===== src/sv/tnsi_pkg.sv =====
// Shared types and codes for the top-N sorted insert table.
package tnsi_pkg;

  localparam int IdW    = 32;
  localparam int ScoreW = 32;
  localparam int LevelW = 16;
  localparam int SlotW  = 6;

  localparam logic [1:0] OP_INSERT = 2'd0;
  localparam logic [1:0] OP_READ   = 2'd1;
  localparam logic [1:0] OP_LOAD   = 2'd2;

  localparam logic [1:0] ST_DONE  = 2'd0;
  localparam logic [1:0] ST_DUP   = 2'd1;
  localparam logic [1:0] ST_LOW   = 2'd2;
  localparam logic [1:0] ST_RANGE = 2'd3;

  typedef struct packed {
    logic [IdW-1:0]    id;
    logic [ScoreW-1:0] score;
    logic [LevelW-1:0] level;
  } entry_t;

  typedef struct packed {
    logic dup;
    logic lower;
  } cmp_res_t;

  typedef enum logic [3:0] {
    S_IDLE,
    S_DISPATCH,
    S_SCAN,
    S_DECIDE,
    S_SHIFT_RD,
    S_SHIFT_WR,
    S_PLACE,
    S_READ,
    S_READ_WAIT,
    S_LOAD,
    S_DONE
  } state_t;

endpackage


===== src/sv/tnsi_if.sv =====
// Valid/ready channel interfaces for the table's command and result items.
interface tnsi_in_if;
  logic                       valid;
  logic                       ready;
  logic [1:0]                 opcode;
  logic [tnsi_pkg::IdW-1:0]    entry_id;
  logic [tnsi_pkg::ScoreW-1:0] entry_score;
  logic [tnsi_pkg::LevelW-1:0] entry_level;
  logic [tnsi_pkg::SlotW-1:0]  slot_index;

  modport source (output valid, opcode, entry_id, entry_score, entry_level, slot_index,
                  input ready);
  modport sink (input valid, opcode, entry_id, entry_score, entry_level, slot_index,
                output ready);
endinterface

interface tnsi_out_if;
  logic                       valid;
  logic                       ready;
  logic [1:0]                 status;
  logic [tnsi_pkg::IdW-1:0]    read_id;
  logic [tnsi_pkg::ScoreW-1:0] read_score;
  logic [tnsi_pkg::LevelW-1:0] read_level;

  modport source (output valid, status, read_id, read_score, read_level, input ready);
  modport sink (input valid, status, read_id, read_score, read_level, output ready);
endinterface


===== src/sv/tnsi_table_mem.sv =====
// Entry memory with one read and one write port; unwritten entries read as zero.
module tnsi_table_mem #(
  parameter int DEPTH = 16,
  parameter int AW    = 4
) (
  input  logic             clk,
  input  logic             rst_n,
  input  logic             rd_en,
  input  logic [AW-1:0]    rd_addr,
  output tnsi_pkg::entry_t rd_data,
  input  logic             wr_en,
  input  logic [AW-1:0]    wr_addr,
  input  tnsi_pkg::entry_t wr_data
);
  import tnsi_pkg::*;

  entry_t           mem [DEPTH];
  logic [DEPTH-1:0] valid_r;
  entry_t           rd_q_r;
  logic             rd_vld_r;

  always_ff @(posedge clk) begin
    if (wr_en) begin
      mem[wr_addr] <= wr_data;
    end
    if (rd_en) begin
      rd_q_r <= mem[rd_addr];
    end
  end

  always_ff @(posedge clk) begin
    if (!rst_n) begin
      valid_r  <= '0;
      rd_vld_r <= 1'b0;
    end else begin
      if (wr_en) begin
        valid_r[wr_addr] <= 1'b1;
      end
      if (rd_en) begin
        rd_vld_r <= valid_r[rd_addr];
      end
    end
  end

  assign rd_data = rd_vld_r ? rd_q_r : '0;

endmodule


===== src/sv/tnsi_cmp_unit.sv =====
// Shared compare unit: stored entry against the new entry.
module tnsi_cmp_unit (
  input  tnsi_pkg::entry_t   stored,
  input  tnsi_pkg::entry_t   cand,
  output tnsi_pkg::cmp_res_t res
);
  import tnsi_pkg::*;

  always_comb begin
    res.dup   = (stored.id == cand.id) && (stored.score == cand.score) &&
                (stored.level == cand.level);
    res.lower = stored.score < cand.score;
  end

endmodule


===== src/sv/top_n_sorted_insert_table_unit.sv =====
// Top level of the top-N sorted insert table: sequencer, memory and compare unit.
// Usage:
//   in_ch carries one command item (insert, read or load) per valid/ready handshake;
//   out_ch returns exactly one result item (status and read fields) per command.
//   The table holds TABLE_DEPTH entries, zero after reset; inserts keep descending score order, loads write as given.
// Insert: every entry is scanned through the single memory read port and compare
//   unit, then each entry moved down by the insert takes one read and one write.
//   One command is worked on at a time; in_ch.ready is high only when idle.
// Reset: synchronous, active low; the table reads as all zero afterwards and no
//   result is pending.
// Stall: a result waits in the output register while out_ch.ready is low; the next
//   command is accepted meanwhile and holds its own result until the register frees.
module top_n_sorted_insert_table_unit #(
  parameter int TABLE_DEPTH = 16
) (
  input logic        clk,
  input logic        rst_n,
  tnsi_in_if.sink    in_ch,
  tnsi_out_if.source out_ch
);
  import tnsi_pkg::*;

  localparam int            AW      = (TABLE_DEPTH > 1) ? $clog2(TABLE_DEPTH) : 1;
  localparam logic [AW-1:0] LAST    = AW'(TABLE_DEPTH - 1);
  localparam logic [SlotW:0] DEPTH_W = (SlotW + 1)'(TABLE_DEPTH);

  state_t state_r, state_nxt;

  logic [1:0]       op_r;
  entry_t           ent_r;
  logic [SlotW-1:0] idx_r;
  logic [AW-1:0]    scan_r;
  logic             iss_done_r;
  logic             pend_r;
  logic [AW-1:0]    pend_idx_r;
  logic             dup_r;
  logic             found_r;
  logic             low_r;
  logic [AW-1:0]    pos_r;
  logic [AW-1:0]    sh_r;
  logic [AW-1:0]    sh_dec;
  logic [1:0]       res_status_r;
  entry_t           res_entry_r;
  logic             out_valid_r;
  logic [1:0]       out_status_r;
  entry_t           out_entry_r;

  logic             in_range;
  logic             out_free;
  logic             rd_en;
  logic [AW-1:0]    rd_addr;
  entry_t           rd_data;
  logic             wr_en;
  logic [AW-1:0]    wr_addr;
  entry_t           wr_data;
  cmp_res_t         cmp;

  assign in_range = {1'b0, idx_r} < DEPTH_W;
  assign sh_dec   = sh_r - AW'(1);
  assign out_free = !out_valid_r || out_ch.ready;

  tnsi_table_mem #(
    .DEPTH (TABLE_DEPTH),
    .AW    (AW)
  ) u_mem (
    .clk     (clk),
    .rst_n   (rst_n),
    .rd_en   (rd_en),
    .rd_addr (rd_addr),
    .rd_data (rd_data),
    .wr_en   (wr_en),
    .wr_addr (wr_addr),
    .wr_data (wr_data)
  );

  tnsi_cmp_unit u_cmp (
    .stored (rd_data),
    .cand   (ent_r),
    .res    (cmp)
  );

  // Next state.
  always_comb begin
    state_nxt = state_r;
    case (state_r)
      S_IDLE: begin
        if (in_ch.valid) state_nxt = S_DISPATCH;
      end
      S_DISPATCH: begin
        case (op_r)
          OP_INSERT: state_nxt = S_SCAN;
          OP_READ:   state_nxt = in_range ? S_READ : S_DONE;
          OP_LOAD:   state_nxt = in_range ? S_LOAD : S_DONE;
          default:   state_nxt = S_DONE;
        endcase
      end
      S_SCAN: begin
        if (pend_r && (pend_idx_r == LAST)) state_nxt = S_DECIDE;
      end
      S_DECIDE: begin
        if (dup_r || low_r) state_nxt = S_DONE;
        else if (pos_r == LAST) state_nxt = S_PLACE;
        else state_nxt = S_SHIFT_RD;
      end
      S_SHIFT_RD:  state_nxt = S_SHIFT_WR;
      S_SHIFT_WR:  state_nxt = (sh_dec == pos_r) ? S_PLACE : S_SHIFT_RD;
      S_PLACE:     state_nxt = S_DONE;
      S_READ:      state_nxt = S_READ_WAIT;
      S_READ_WAIT: state_nxt = S_DONE;
      S_LOAD:      state_nxt = S_DONE;
      S_DONE: begin
        if (out_free) state_nxt = S_IDLE;
      end
      default:     state_nxt = S_IDLE;
    endcase
  end

  // Memory port control.
  always_comb begin
    rd_en   = 1'b0;
    rd_addr = '0;
    wr_en   = 1'b0;
    wr_addr = '0;
    wr_data = ent_r;
    case (state_r)
      S_SCAN: begin
        rd_en   = !iss_done_r;
        rd_addr = scan_r;
      end
      S_SHIFT_RD: begin
        rd_en   = 1'b1;
        rd_addr = sh_dec;
      end
      S_SHIFT_WR: begin
        wr_en   = 1'b1;
        wr_addr = sh_r;
        wr_data = rd_data;
      end
      S_PLACE: begin
        wr_en   = 1'b1;
        wr_addr = pos_r;
      end
      S_READ: begin
        rd_en   = 1'b1;
        rd_addr = idx_r[AW-1:0];
      end
      S_LOAD: begin
        wr_en   = 1'b1;
        wr_addr = idx_r[AW-1:0];
      end
      default: begin
        rd_en = 1'b0;
      end
    endcase
  end

  always_ff @(posedge clk) begin
    if (!rst_n) begin
      state_r     <= S_IDLE;
      out_valid_r <= 1'b0;
      iss_done_r  <= 1'b0;
      pend_r      <= 1'b0;
    end else begin
      state_r <= state_nxt;
      if ((state_r == S_DONE) && out_free) out_valid_r <= 1'b1;
      else if (out_ch.ready) out_valid_r <= 1'b0;
      case (state_r)
        S_IDLE: begin
          if (in_ch.valid) begin
            op_r        <= in_ch.opcode;
            ent_r.id    <= in_ch.entry_id;
            ent_r.score <= in_ch.entry_score;
            ent_r.level <= in_ch.entry_level;
            idx_r       <= in_ch.slot_index;
          end
        end
        S_DISPATCH: begin
          scan_r       <= '0;
          iss_done_r   <= 1'b0;
          pend_r       <= 1'b0;
          dup_r        <= 1'b0;
          found_r      <= 1'b0;
          low_r        <= 1'b0;
          pos_r        <= LAST;
          res_status_r <= ST_RANGE;
          res_entry_r  <= '0;
        end
        S_SCAN: begin
          // Issue one read a cycle; compare the entry read the cycle before.
          if (!iss_done_r) begin
            pend_r     <= 1'b1;
            pend_idx_r <= scan_r;
            if (scan_r == LAST) iss_done_r <= 1'b1;
            else scan_r <= scan_r + AW'(1);
          end else begin
            pend_r <= 1'b0;
          end
          if (pend_r) begin
            dup_r <= dup_r | cmp.dup;
            if (cmp.lower && !found_r) begin
              found_r <= 1'b1;
              pos_r   <= pend_idx_r;
            end
            if (pend_idx_r == LAST) low_r <= !cmp.lower;
          end
        end
        S_DECIDE: begin
          sh_r <= LAST;
          if (dup_r) res_status_r <= ST_DUP;
          else if (low_r) res_status_r <= ST_LOW;
        end
        S_SHIFT_WR: begin
          sh_r <= sh_dec;
        end
        S_PLACE: begin
          res_status_r <= ST_DONE;
        end
        S_READ_WAIT: begin
          res_entry_r  <= rd_data;
          res_status_r <= ST_DONE;
        end
        S_LOAD: begin
          res_status_r <= ST_DONE;
        end
        S_DONE: begin
          if (out_free) begin
            out_status_r <= res_status_r;
            out_entry_r  <= res_entry_r;
          end
        end
        default: begin
          pend_r <= 1'b0;
        end
      endcase
    end
  end

  assign in_ch.ready       = (state_r == S_IDLE);
  assign out_ch.valid      = out_valid_r;
  assign out_ch.status     = out_status_r;
  assign out_ch.read_id    = out_entry_r.id;
  assign out_ch.read_score = out_entry_r.score;
  assign out_ch.read_level = out_entry_r.level;

endmodule


===== src/flat_wrapper.sv =====
// flat-port wrapper written by rule: the top's interface ports become plain ports
module top_n_sorted_insert_table_unit_flat import tnsi_pkg::*;
#(
  parameter int TABLE_DEPTH = 16
)
  (clk, rst_n, in_ch_valid, in_ch_opcode, in_ch_entry_id, in_ch_entry_score, in_ch_entry_level, in_ch_slot_index, in_ch_ready, out_ch_valid, out_ch_status, out_ch_read_id, out_ch_read_score, out_ch_read_level, out_ch_ready);
  tnsi_in_if in_ch_i ();
  tnsi_out_if out_ch_i ();
  input logic clk;
  input logic rst_n;
  input wire logic [$bits(in_ch_i.valid)-1:0] in_ch_valid;
  input wire logic [$bits(in_ch_i.opcode)-1:0] in_ch_opcode;
  input wire logic [$bits(in_ch_i.entry_id)-1:0] in_ch_entry_id;
  input wire logic [$bits(in_ch_i.entry_score)-1:0] in_ch_entry_score;
  input wire logic [$bits(in_ch_i.entry_level)-1:0] in_ch_entry_level;
  input wire logic [$bits(in_ch_i.slot_index)-1:0] in_ch_slot_index;
  output wire logic [$bits(in_ch_i.ready)-1:0] in_ch_ready;
  output wire logic [$bits(out_ch_i.valid)-1:0] out_ch_valid;
  output wire logic [$bits(out_ch_i.status)-1:0] out_ch_status;
  output wire logic [$bits(out_ch_i.read_id)-1:0] out_ch_read_id;
  output wire logic [$bits(out_ch_i.read_score)-1:0] out_ch_read_score;
  output wire logic [$bits(out_ch_i.read_level)-1:0] out_ch_read_level;
  input wire logic [$bits(out_ch_i.ready)-1:0] out_ch_ready;
  assign in_ch_i.valid = in_ch_valid;
  assign in_ch_i.opcode = in_ch_opcode;
  assign in_ch_i.entry_id = in_ch_entry_id;
  assign in_ch_i.entry_score = in_ch_entry_score;
  assign in_ch_i.entry_level = in_ch_entry_level;
  assign in_ch_i.slot_index = in_ch_slot_index;
  assign in_ch_ready = in_ch_i.ready;
  assign out_ch_valid = out_ch_i.valid;
  assign out_ch_status = out_ch_i.status;
  assign out_ch_read_id = out_ch_i.read_id;
  assign out_ch_read_score = out_ch_i.read_score;
  assign out_ch_read_level = out_ch_i.read_level;
  assign out_ch_i.ready = out_ch_ready;
  top_n_sorted_insert_table_unit #(.TABLE_DEPTH(TABLE_DEPTH)) u_core (.clk(clk), .rst_n(rst_n), .in_ch(in_ch_i), .out_ch(out_ch_i));
endmodule

===== config.mk =====
export PLATFORM = sky130hd
export DESIGN_NAME = top_n_sorted_insert_table_unit_flat
export DESIGN_NICKNAME = d
export VERILOG_FILES = /design/src/sv/tnsi_pkg.sv /design/src/sv/tnsi_if.sv /design/src/sv/tnsi_table_mem.sv /design/src/sv/tnsi_cmp_unit.sv /design/src/sv/top_n_sorted_insert_table_unit.sv /design/src/flat_wrapper.sv
export SDC_FILE = /design/constraint.sdc
export NUM_CORES = 2
export LEC_CHECK = 0
export ABC_CLOCK_PERIOD_IN_PS = 10050
export BUFFER_PORTS_ARGS = -buffer_cell sky130_fd_sc_hd__buf_2
export CAP_MARGIN = 20
export CORE_MARGIN = 10
export CORE_UTILIZATION = 38
export DETAILED_ROUTE_END_ITERATION = 10
export PLACE_DENSITY = 0.61
export SYNTH_ARGS = -nofsm -noshare
export SYNTH_HDL_FRONTEND = slang
export SYNTH_SLANG_ARGS = --single-unit

===== constraint.sdc =====
create_clock -name clk -period 10.05 [get_ports clk]
set_clock_uncertainty 0.1 [all_clocks]
set_input_delay 2.01 -clock clk [delete_from_list [all_inputs] [get_ports clk]]
set_output_delay 2.01 -clock clk [all_outputs]
set_load 0.03 [all_outputs]

==> summary.txt <==
Run status
  – Run status: complete, no violations

Setup path
  – CP Class: register to register
  – Crit-path cells: nor2_1, and3_1, o2bb2ai_1, or2_2, nor2_4, buf_4, buf_4
  – Worst setup path startpoint: u_core.state_r[2]
  – Crit end category: register
  – CP Buf/Inv Count: 2
  – Crit. path cell count: 7
  – Slowest-stage cell, CP: dfxtp_1
  – CP dominant cell by count: buf_4
  – Setup crit end: u_core.u_mem.mem[8][63]
  – R2R setup slack: 5.11 ns
  – Startpoint types: register
  – Worst Path Max Fanout: 43
  – CP delay by family, top: simple AND/OR/NAND/NOR gates
  – Crit path arrival time: 5.26 ns
  – Worst r2r src: u_core.state_r[2]
  – CP required: 10.37 ns
  – R2R cell count: 7
  – Max stage delay on crit path: 0.97 ns
  – Reg2reg end: u_core.u_mem.mem[8][63]

Flow run
  – Max-Cap Viols: 0

Logic synthesis
  – Synth Register Bits: 1655
  – Mapped Area: 0.0661 mm²
  – Post-synthesis simple-gate area fraction: 8.47%
  – Top cell type's share of synthesized area: 74.1%
  – Seq/Total Area, Yosys: 74.8%
  – YS warnings: 0
  – Post-synth net total: 4369
  – Post-synth top area cell: edfxtp_1
  – Synth Area in XOR/XNOR: 0.345%
  – Predominant post-synthesis flop cell: edfxtp_1
  – Synth cell types: 67
  – Area contributors post-synth: edfxtp_1 74%, nand3_1 2.8%, mux2_2 2.7%
  – Main combinational cell family by area after synthesis: simple AND/OR/NAND/NOR gates
  – Mux share of post-synthesis cell area: 5.47%
  – Fraction of the mapped netlist area in adder cells: 0.644%
  – Post-synth ARST share: 0%
  – Syn_area_per_cell: 15.6 µm²
  – Synthesized instance count: 4243
  – Post-synth EDFFs: 1631
  – Compound-Gate Fraction of Synth Area: 7.73%

Final layout
  – Antenna Cells: 0
  – Most frequent cells in the layout: 1631 x edfxtp_1, 373 x nand3_1, 333 x nand2_1
  – Number of fill cells: 15400
  – Area Overhead vs Synth: 13.5%
  – Share of cells above drive strength 1: 17.8%
  – Most frequent standard cell in the layout excluding fill and tap cells: edfxtp_1
  – Finished Core Util: 43.3%
  – Nets: 4551

Power
  – Seq pwr share: 48.2%
  – Maximum vdd ir drop: 0.000172 V
  – Combinational power share: 18.8%
  – Internal Power: 12.8 mW
  – Switch share: 29.5%
  – Clock share of power: 33.0%
  – Switch Pwr: 5.35 mW
  – Power density cells: 241 mW/mm²
  – Leakage power: 24.4 nW

Clock tree
  – Resize count post-CTS: 0
  – CTS Root Cell: clkbuf_16
  – Clk_lat worst skew: 0.80 ns
  – # hold bufs at CTS: 0
  – Htree depth: 4
  – Clock Pin Slew Worst Setup and Hold Paths: 0.06 ns
  – Clock tree buffer depth: 3
  – Post-CTS setup repair buffer count: 0
  – Clock sinks: 1655
  – Num CTS Buffers: 164
  – CTS tree: yes

Drt
  – Antenna Violating Nets Remaining: 0
  – Via density per instance: 5.80
  – Initial detailed-routing violation count: 4681
  – Router iterations before antenna repair: 6
  – DR WL/cell: 28.3 µm
  – Vias: 39900
  – Drt total wl: 195 mm
  – DRC viols: 0

STA
  – Period utilization: 49.2%
  – RSZ-0062 raised after global routing: false
  – Worst slew pin tran: 1.22 ns
  – Final Slew Violations: 0
  – Setup violators final: 0
  – Setup TNS: 0 ns
  – Final min period: 4.94 ns
  – Fmax: 202 MHz
  – Final Hold Vio Count: 0
  – Rel. slew slack: 18.3%

Die
  – Die height: 437 µm
  – Core area: 0.173 mm²
  – Initial Util: 38.1%
  – Num ports: 176
  – Die area: 0.191 mm²
  – # rows: 153
  – Die Wd: 437 µm

Place
  – Half-perimeter wire length after placement: 100 mm
  – # port buffers: 175
  – GPL Wtd Cong: 0.790

Global routing
  – Total GRT Usage: 19.6%
  – Pin count of the biggest net entering global routing: 186
  – First-pass GRT wire length: 279 mm
  – Vias in the first global route: 39000
  – Total congestion overflow: 0
  – Initial antenna violation count: 3

Min path
  – HP Class: register to register
==> cell type report <==
type	count	area, µm²	share of cell area, %
clock inverter	79	739	0.985
sequential	1655	49500	65.9
timing repair buffer	307	1970	2.62
tap	2325	2910	3.88
clock buffer	217	4420	5.89
multi-input combinational	2214	15200	20.3
inverter	83	312	0.415
==> registers in the layout (all words and copies together) (netlist names), 6 cells and up <==
register                  count
u_core.out_ch.read_id        32
u_core.u_mem.rd_q_r          80
u_core.idx_r                  6
u_core.out_ch.read_level     16
u_core.ent_r                 80
u_core.u_mem.valid_r         16
u_core.out_ch.read_score     32
u_core.u_mem.mem           1280
u_core.res_entry_r           80
==> routing by layer <==
metal | wire [µm] | vias to the layer above | GRT usage, % | part of all wire [%]
li1 | - | 17000 | - | -
met1 | 77000 | 20600 | 26.0 | 40
met2 | 94500 | 1992 | 32.4 | 49
met3 | 15700 | 336 | 3.19 | 8.1
met4 | 7500 | 2 | 7.65 | 3.9
met5 | 9 | - | 0 | 0.0046
==> per-stage QoR <==
step | total power [mW] | worst slack [ns] | cells | cell area [µm²] | hold WS, ns
6_report | 18.1 | 5.11 | 6880 | 75000 | 0.313
5_1_grt | 18.7 | 4.94 | 6880 | 75000 | 0.323
4_1_cts | 18.2 | 5.18 | 6879 | 75000 | 0.316
3_5_place_dp | 12.2 | 5.20 | 6583 | 69900 | 0.305
3_3_place_gp | 12.2 | 5.13 | 6582 | 69800 | 0.304
2_1_floorplan | 10.9 | 0.978 | 4243 | 66100 | 0.300
==> cells by family (layout without fill, tap and decap cells) <==
logic type,count (synthesis),after routing
xor+xnor,26,26
mux,241,241
fa+ha+maj,34,34
buf+inv,374,686
simple gates,1130,1130
flops,1655,1655
compound gates,783,783
==> cells in the mapped netlist (14+ instances only) <==
cell type	number
a21oi_1	112
nor2_1	92
o22ai_1	15
o211ai_1	162
ha_1	34
inv_1	83
mux4_2	80
nand2_1	334
dfxtp_1	24
a211oi_1	90
mux2_2	160
edfxtp_1	1631
a211o_1	80
nand4_1	90
and2_1	45
nand3b_1	15
nor3_1	15
o21a_1	22
nand3_1	374
nand2b_1	18
nor4_1	14
buf_1	21
and3_1	97
o21ai_0	241
buf_6	22
clkbuf_1	190
buf_2	50
==> worst register-to-register path: stages (launching register included) <==
cell       delay (ns)
dfxtp_1          0.97
nor2_1           0.30
and3_1           0.35
o2bb2ai_1        0.21
or2_2            0.40
nor2_4           0.68
buf_4            0.86
buf_4            0.67
==> how the worst min path moves through the flow <==
| stage | startpoint | end | cells after the start |
|---|---|---|---|
| finish | u_core.res_entry_r[1] | u_core.out_ch.read_level[1] | 0 |
| detailed placement | u_core.res_entry_r[59] | u_core.out_ch.read_id[11] | 0 |
| global route | u_core.res_entry_r[59] | u_core.out_ch.read_id[11] | 0 |
| CTS | u_core.res_entry_r[19] | u_core.out_ch.read_score[3] | 0 |
| floorplan | u_core.res_entry_r[48] | u_core.out_ch.read_id[0] | 0 |
| global placement | u_core.res_entry_r[72] | u_core.out_ch.read_id[24] | 0 |
==> power by group through the flow <==
stage | combinational (mW) | clock, mW | sequential [mW]
2_1_floorplan | 2.22 | 0 | 8.69
3_3_place_gp | 3.33 | 0 | 8.84
3_5_place_dp | 3.38 | 0 | 8.85
4_1_cts | 3.39 | 6.05 | 8.71
5_1_grt | 3.64 | 6.33 | 8.74
6_report | 3.41 | 5.97 | 8.72
No activity file was read; power rests on OpenSTA's default activity.
